--- config.mk ---
export PLATFORM = sky130hd
export DESIGN_NAME = pirl_cell
export DESIGN_NICKNAME = d
export VERILOG_FILES = /design/src/rtl/pirl_pkg.sv /design/src/rtl/pirl_cell.sv
export SDC_FILE = /design/constraint.sdc
export NUM_CORES = 1
export LEC_CHECK = 0
export BUFFER_PORTS_ARGS = -buffer_cell sky130_fd_sc_hd__buf_2
export CORE_ASPECT_RATIO = 0.6
export CORE_MARGIN = 3
export CORE_UTILIZATION = 27
export CTS_CLUSTER_SIZE = 28
export DETAILED_ROUTE_END_ITERATION = 8
export GPL_ROUTABILITY_DRIVEN = 0
export SYNTH_ARGS = -nofsm -noshare
export SYNTH_HDL_FRONTEND = slang
export SYNTH_SLANG_ARGS = --single-unit
--- constraint.sdc ---
create_clock -name clk_i -period 11.6 [get_ports clk_i]
set_input_delay 1.16 -clock clk_i [delete_from_list [all_inputs] [get_ports clk_i]]
set_output_delay 1.16 -clock clk_i [all_outputs]
set_load 0.05 [all_outputs]
--- src/rtl/pirl_pkg.sv ---
// Package for the positional insert/remove list.
// Holds operation and status codes, the per-cell command struct and shared widths.
// No dependencies.
package pirl_pkg;

  localparam int unsigned DefCapacity = 64;
  localparam int unsigned ValueW      = 32;
  localparam int unsigned OpW         = 2;
  localparam int unsigned StatusW     = 2;

  typedef enum logic [OpW-1:0] {
    OP_READ   = 2'd0,
    OP_INSERT = 2'd1,
    OP_REMOVE = 2'd2
  } op_e;

  typedef enum logic [StatusW-1:0] {
    ST_OK    = 2'd0,
    ST_RANGE = 2'd1,
    ST_FULL  = 2'd2
  } status_e;

  // Broadcast to every cell in the cycle a transfer is taken.
  typedef struct packed {
    logic ins;  // insert performed
    logic rem;  // remove performed
  } cell_cmd_t;

endpackage

--- src/rtl/pirl_cell.sv ---
// One storage cell of the list chain: holds one item and shifts with its neighbors.
// Depends on pirl_pkg.
module pirl_cell #(
  parameter int unsigned Idx  = 0,
  parameter int unsigned PosW = 7
) (
  input  logic                             clk_i,
  input  pirl_pkg::cell_cmd_t              cmd_i,
  input  logic [PosW-1:0]                  pos_i,
  input  logic [pirl_pkg::ValueW-1:0]      value_i,
  input  logic [pirl_pkg::ValueW-1:0]      lower_i,
  input  logic [pirl_pkg::ValueW-1:0]      upper_i,
  output logic [pirl_pkg::ValueW-1:0]      value_o
);

  localparam logic [PosW-1:0] MyIdx = PosW'(Idx);

  logic [pirl_pkg::ValueW-1:0] value_q, value_d;
  logic                        at_pos;
  logic                        above_pos;

  assign at_pos    = (MyIdx == pos_i);
  assign above_pos = (MyIdx > pos_i);

  // On insert the cell at the position takes the new value and every cell above
  // takes its lower neighbor; on remove every cell from the position up takes
  // its upper neighbor. Cells beyond the length hold don't-care data.
  always_comb begin
    value_d = value_q;
    if (cmd_i.ins) begin
      if (at_pos) begin
        value_d = value_i;
      end else if (above_pos) begin
        value_d = lower_i;
      end
    end else if (cmd_i.rem) begin
      if (at_pos || above_pos) begin
        value_d = upper_i;
      end
    end
  end

  always_ff @(posedge clk_i) begin
    value_q <= value_d;
  end

  assign value_o = value_q;

endmodule

==> results.toml <==
[sta]
hold_viol_final = 0
setup_tns_ns = 0
finalSetupViolCount = 0
holdWs_ns = 1.22
setup_ws_ns = 8.49
worstMarginPinSlew_ns = 1.10
relSlewSlack_pct = 26.6
post-route-period-util_pct = 26.9
drv_slew = 0
max_freq_mhz = 321
rsz0062_at_grt = "false"
min_period_ns = 3.11

[placement]
placed_cell_area_sq_um = 2630
place_hpwl_um = 4550
dp_slack_ns = 8.17
place_inst = 407
placement.io_buffers = 137

[detailed_routing]
via_count = 2045
post_drt_via_cell_ratio = 4.93
drt_wl_total_um = 5970
drtIter0Drc = 211
postRouteAntennaNets = 0
drtPass1Iterations = 4
wl_per_cell_um = 14.4
drc_errors = 0

[synthesis]
synth_area_sq_um = 1900
ys.flop_type = "edfxtp_1"
synth_cells = 202
seq_area_frac_synth_pct = 50.7
postSynthAreaPerCell_sq_um = 9.39
async_flop_share_pct = 0
yosysWarnings = 0
synth_edf_count = 32
synth_commonest_cells = "34 x nor2_1, 32 x edfxtp_1, 32 x o21ai_0"
synth_top_area_share_pct = 50.7
post-synth-top-area-cell = "edfxtp_1"
synthDistinctLibCells = 15
synth_seq_cells = 32
synth_fp_nets = 308
synth_most_common_cell = "nor2_1"
synth_area_leaders = "edfxtp_1 51%, o21ai_0 8.4%, nand4b_1 7.4%"

[grt]
grt_pass1_vias = 1981
antenna_found_initial = 0
grt_util_all_layers_pct = 14.5
grt_max_degree = 66
overflow = 0
grt_pass1_wl_um = 9490

[finish]
nNetsFinal = 436
utilization_pct = 42.9
drive_gt1_share_pct = 45.0
largest_reg_flops = 32
diodes = 0
fill_cells = 656
postLayoutCellArea_sq_um = 2770
syn_to_final_growth_pct = 45.8
final-instance-count-excl-fill = 415

[worst_hold_path]
hold_end = "value_o[11]$_DFFE_PP_"
hp-class = "input pin to register"
worstHoldStart = "upper_i[11]"
hold_depth = 3

[worst_setup_path]
crit_path_max_fanout = 49
setup.worst_path.class = "input pin to register"
startpoint_type = "input pin"
worstPathArrival_ns = 3.08
critPathCaptureType = "register"
worstPathRequired_ns = 11.56

[power]
p_leak_nw = 1.21
ir_drop_v = 0.0000490
cellPowerDensity_nw_per_um2 = 106
p_total_mw = 0.294

[flow_run]
drv_cap = 0

[clocking]
cts_setup_buffers = 0
cts_resized = 0
clock-sinks = 32
clk_pin_slew_ns = 0.05
cts.path.max_buffers = 2
cts-root-buf = "clkbuf_16"
cts_hold_buffers = 0
cts_made_buffers = 5
htree_levels = 2
tritoncts = "built"

[floorplanning]
dieArea_sq_um = 8100
num_rows = 22
io_pins = 138
core_area_sq_um = 6440
die_w_um = 114
start_util_pct = 29.4
die_h_um = 70.9

[outcome]
status = "completed"
==> metal layers <==
| layer | track usage (%) | vias to the layer above | part of all wire [%] |
|---|---|---|---|
| li1 | - | 1013 | - |
| met1 | 20.8 | 904 | 46 |
| met2 | 20.9 | 126 | 40 |
| met3 | 5.56 | 2 | 14 |
| met4 | 2.77 | 0 | 0.49 |
| met5 | 0 | - | 0 |
==> critical path: stages <==
cell	delay, ns
buf_2	0.11
or4_4	0.77
nor3_2	0.69
buf_4	0.34
==> layout make-up <==
type | instances | area (sq um) | area share [%]
clock buffer | 7 | 133 | 4.79
inverter | 16 | 60.1 | 2.17
timing repair buffer | 141 | 716 | 25.9
clock inverter | 1 | 3.75 | 0.136
sequential | 32 | 961 | 34.7
tap | 84 | 105 | 3.80
multi-input combinational | 134 | 788 | 28.5
==> where the power goes <==
group          switching (mW)  internal, mW  total [mW]
logic                  0.0232        0.0219      0.0451
registers            0.000155         0.129       0.129
clock network          0.0406        0.0786       0.119
==> worst max-delay path by stage <==
stage | to | startpoint | slack (ns)
global route | value_o[13]$_DFFE_PP_ | cmd_i[1] | 8.24
finish | value_o[19]$_DFFE_PP_ | pos_i[4] | 8.49
global placement | value_o[24]$_DFFE_PP_ | pos_i[4] | 8.18
floorplan | value_o[0]$_DFFE_PP_ | pos_i[4] | 6.85
detailed placement | value_o[15]$_DFFE_PP_ | pos_i[4] | 8.17
CTS | value_o[19]$_DFFE_PP_ | pos_i[4] | 8.45
==> placed cells by master, fill, tap and decap left out <==
master	instances
buf_2	137
nor2_1	34
o21ai_0	32
edfxtp_1	32
inv_1	16
o31a_1	16
a21oi_1	16
nand4b_1	16
a31oi_1	16
clkbuf_16	5
buf_4	4
clkbuf_1	2
or4_4	1
or3_1	1
nor4_2	1
nor3_2	1
clkinv_1	1
==> kinds of logic after synthesis <==
kind of cell | share of synthesized area, %
buffers and inverters | 8.05
AND/OR/NAND/NOR | 16.0
flip-flops | 50.7
AO/OA/AOI/OAI | 25.3
(Power assumes the default switching activity.)
