### config.mk
export PLATFORM = sky130hd
export DESIGN_NAME = pirl_out_buf
export DESIGN_NICKNAME = d
export VERILOG_FILES = /design/src/rtl/pirl_out_buf.sv
export SDC_FILE = /design/constraint.sdc
export NUM_CORES = 1
export LEC_CHECK = 0
export ABC_AREA = 0
export BUFFER_PORTS_ARGS = -buffer_cell sky130_fd_sc_hd__clkbuf_2
export CAP_MARGIN = 10
export CORE_ASPECT_RATIO = 0.7
export CORE_MARGIN = 4
export CORE_UTILIZATION = 56
export DETAILED_ROUTE_END_ITERATION = 16
export GPL_TIMING_DRIVEN = 0
export PLACE_DENSITY = 0.88
export SLEW_MARGIN = 0
export SYNTH_ARGS = -nofsm -noshare
export SYNTH_HDL_FRONTEND = slang
export SYNTH_SLANG_ARGS = --single-unit
### constraint.sdc
create_clock -name clk_i -period 5.55 [get_ports clk_i]
set_clock_uncertainty 0.2 [all_clocks]
set_input_delay 1.11 -clock clk_i [delete_from_list [all_inputs] [get_ports clk_i]]
set_output_delay 1.11 -clock clk_i [all_outputs]
set_load 0.05 [all_outputs]
### src/rtl/pirl_out_buf.sv
// Two-entry output buffer (output register plus skid register) for result transfers.
// Depends on no package; width set by parameter.
module pirl_out_buf #(
  parameter int unsigned DataW = 41
) (
  input  logic             clk_i,
  input  logic             rst_ni,
  input  logic             in_valid_i,
  input  logic [DataW-1:0] data_i,
  output logic             in_stall_o,
  output logic             out_valid_o,
  output logic [DataW-1:0] data_o,
  input  logic             out_stall_i
);

  logic             out_valid_q, out_valid_d;
  logic             skid_valid_q, skid_valid_d;
  logic [DataW-1:0] out_data_q, out_data_d;
  logic [DataW-1:0] skid_data_q, skid_data_d;
  logic             in_fire, out_fire;

  // The stall comes from a register only, so it never depends on out_stall_i.
  assign in_stall_o = skid_valid_q;
  assign in_fire    = in_valid_i && !skid_valid_q;
  assign out_fire   = out_valid_q && !out_stall_i;

  always_comb begin
    out_valid_d  = out_valid_q;
    skid_valid_d = skid_valid_q;
    out_data_d   = out_data_q;
    skid_data_d  = skid_data_q;
    if (skid_valid_q) begin
      if (out_fire) begin
        out_data_d   = skid_data_q;
        skid_valid_d = 1'b0;
      end
    end else if (in_fire) begin
      if (!out_valid_q || out_fire) begin
        out_data_d  = data_i;
        out_valid_d = 1'b1;
      end else begin
        skid_data_d  = data_i;
        skid_valid_d = 1'b1;
      end
    end else if (out_fire) begin
      out_valid_d = 1'b0;
    end
  end

  always_ff @(posedge clk_i or negedge rst_ni) begin
    if (!rst_ni) begin
      out_valid_q  <= 1'b0;
      skid_valid_q <= 1'b0;
    end else begin
      out_valid_q  <= out_valid_d;
      skid_valid_q <= skid_valid_d;
    end
  end

  always_ff @(posedge clk_i) begin
    out_data_q  <= out_data_d;
    skid_data_q <= skid_data_d;
  end

  assign out_valid_o = out_valid_q;
  assign data_o      = out_data_q;

endmodule

==> results.yml <==
detailed_routing:
  ant_nets: 0
  vias_per_cell: 4.96
  drtIter0Drc: 74
  drcViolationCount: 0
  vias: 1572
  first_pass_iters: 4
  drt-total-wl_um: 5410
  wl_per_cell_um: 17.1
grt:
  grt_use_met2_pct: 25.5
  track_usage_pct: 16.1
  grt_pass1_vias: 1610
  grt_overflow: 0
  top_usage_layer: "met2"
  grt_pass1_wl_um: 8400
  grt_antenna_before_repair: 0
  grtUsageMet3_pct: 9.24
  grt_max_degree: 28
  use_met1_pct: 19.6
finish:
  drive_gt1_share_pct: 61.6
  multi_input_area_sq_um: 663
  syn_to_final_growth_pct: 24.1
  seqCellArea_sq_mm: 0.00251
  n_antenna_cell: 0
  nNetsFinal: 285
  final_common_cell: "clkbuf_2"
  fillCellCount: 330
  final_cell_mix: "clkbuf_2 (87), edfxtp_1 (82), mux2_4 (37)"
power:
  ir_drop_v: 0.000373
  powerDensity_mw_per_mm2: 604
  leakage_nw: 1.64
  total_power_mw: 2.43
timing:
  rsz0062_at_grt: "false"
  finalHoldViolCount: 0
  setup_viol: 0
  fmax_mhz: 417
  worstMarginPinSlew_ns: 0.704
  finalSetupTns_ns: 0
  timing.final.crit_period_ns: 2.40
  fin_crit_sh_pct: 43.2
  max_slew_margin_pct: 52.9
  drv_slew: 0
floorplanning:
  die_height_um: 71.7
  coreArea_sq_mm: 0.00542
  io_pins: 88
  die_w_um: 99.0
  rows: 22
  die-area_sq_mm: 0.00710
  initial_core_util_pct: 59.9
worst_setup_path:
  crit_path_start_kind: "flip-flop"
  path_buf_inv: 1
  max_stage_delay_ns: 0.44
  crit_arrival_ns: 1.09
  crit_type: "reg2out"
  worstSetupEndpointType: "primary output"
  path_cells: "clkbuf_2"
  critPathMaxFanout: 6
  critPathLaunch: "out_valid_o"
  cp_slowest_cell: "dfrtp_1"
  required_ns: 4.24
  r2r_start: "in_stall_o"
  path_delay_family: "flip-flops"
clock_tree:
  clk_pin_slew_ns: 0.09
  cts_max_level: 3
  cts_hold_buf: 0
  post_cts_buffers: 0
  cts_root_buf: "clkbuf_8"
  ctsResizeCount: 0
  cts_tree: "done"
  cts.sinks: 84
  clock_path_buffers: 2
  cts_buffers: 9
  clock_latency_ns: 0.34
logic_synthesis:
  synthTopCellsByArea: "edfxtp_1 (76%), mux2_4 (17%), buf_12 (1.8%)"
  synth-warning-count: 0
  syn_area_per_cell_sq_um: 23.2
  synth-compound-area-share_pct: 0.694
  synth_cell_type_count: 14
  synth_fp_nets: 185
  synth-xor-area-share_pct: 0
  seq_area_frac_synth_pct: 77.4
  syn_inst: 140
  synth-simple-area-share_pct: 0.655
  synth_fa_ha_area_share_pct: 0
  synth_area_sq_mm: 0.00325
  synth_top_family_by_area: "multiplexers"
  synth_top_area_cell: "edfxtp_1"
  ys_seq_elements: 84
  synth_top_area_share_pct: 75.8
  synth_mux_area_share_pct: 18.5
place:
  globalplace.congestion: 0.727
  numPortBuffers: 87
  hpwlAfterDp_um: 3940
worst_hold_path:
  hold_path_class: "reg2reg"
  hp-start: "skid_data_q[1]"
flow_run:
  maxCapViolCount: 0
outcome:
  status: "completed"
==> through the flow <==
stage	std cells	hold WS, ns	setup WS [ns]	utilization (%)	cell area [sq um]
4_1_cts	317	0.331	3.13	74.3	4030
3_3_place_gp	299	0.316	0.756	69.6	3770
6_report	317	0.345	3.15	74.3	4030
5_1_grt	317	0.324	3.08	74.3	4030
2_1_floorplan	140	0.323	1.71	-	3250
3_5_place_dp	301	0.335	2.77	70.8	3840
==> synthesized netlist by cell type, drive strengths merged <==
cell type and count:
inv 1, o21ai 1, buf 5, mux2 41, nand2 3, nor2 1, edfxtp 82, a21oi 2
dfrtp 2, nand2b 1, a21boi 1
==> power by group <==
group	switching, mW	leakage, nW	internal, mW
sequential	0.0505	0.787	0.923
combinational	0.699	0.765	0.348
clock	0.207	0.0903	0.207
total	0.956	1.64	1.48
==> cells by family (layout without fill, tap and decap cells) <==
family,after synthesis,in the layout
AND/OR/NAND/NOR,5,5
buffers and inverters,6,111
flip-flops,84,84
AO/OA/AOI/OAI,4,4
multiplexers,41,41
==> state kept, by name, summed over array words and instances, names as in the netlist <==
name and cells:
data_o 41, skid_data_q 41, in_stall_o 1, out_valid_o 1
==> layer usage <==
metal / vias up / share of wire [%] / wire length [um]
met1: 750 / 41 / 2220
met2: 70 / 48 / 2600
met3: 0 / 11 / 585
met5: - / 0 / 0
li1: 752 / - / -
met4: 0 / 0 / 0
==> final timing paths <==
check / to / slack [ns] / cells after the start
setup / recovery: out_valid_o / 3.15 / 1
hold / removal: data_o[1] / 0.34 / 1
setup reg to reg: data_o[6] / 3.38 / 4
hold reg to reg: data_o[1] / 0.34 / 1
max in group asynchronous: in_stall_o / 4.70 / 1
min in group asynchronous: out_valid_o / 0.35 / 1
==> layout make-up <==
cell class              count  share of cell area (%)
flip-flops and latches     84                    62.4
multi-input cells          50                    16.5
repair buffers             89                    12.0
clock buffers              10                    3.17
well taps                  72                    2.24
plain buffers               5                    2.14
clock inverters             6                    1.55
inverters                   1                  0.0932
Note: power is estimated with default switching activity, not from simulation.
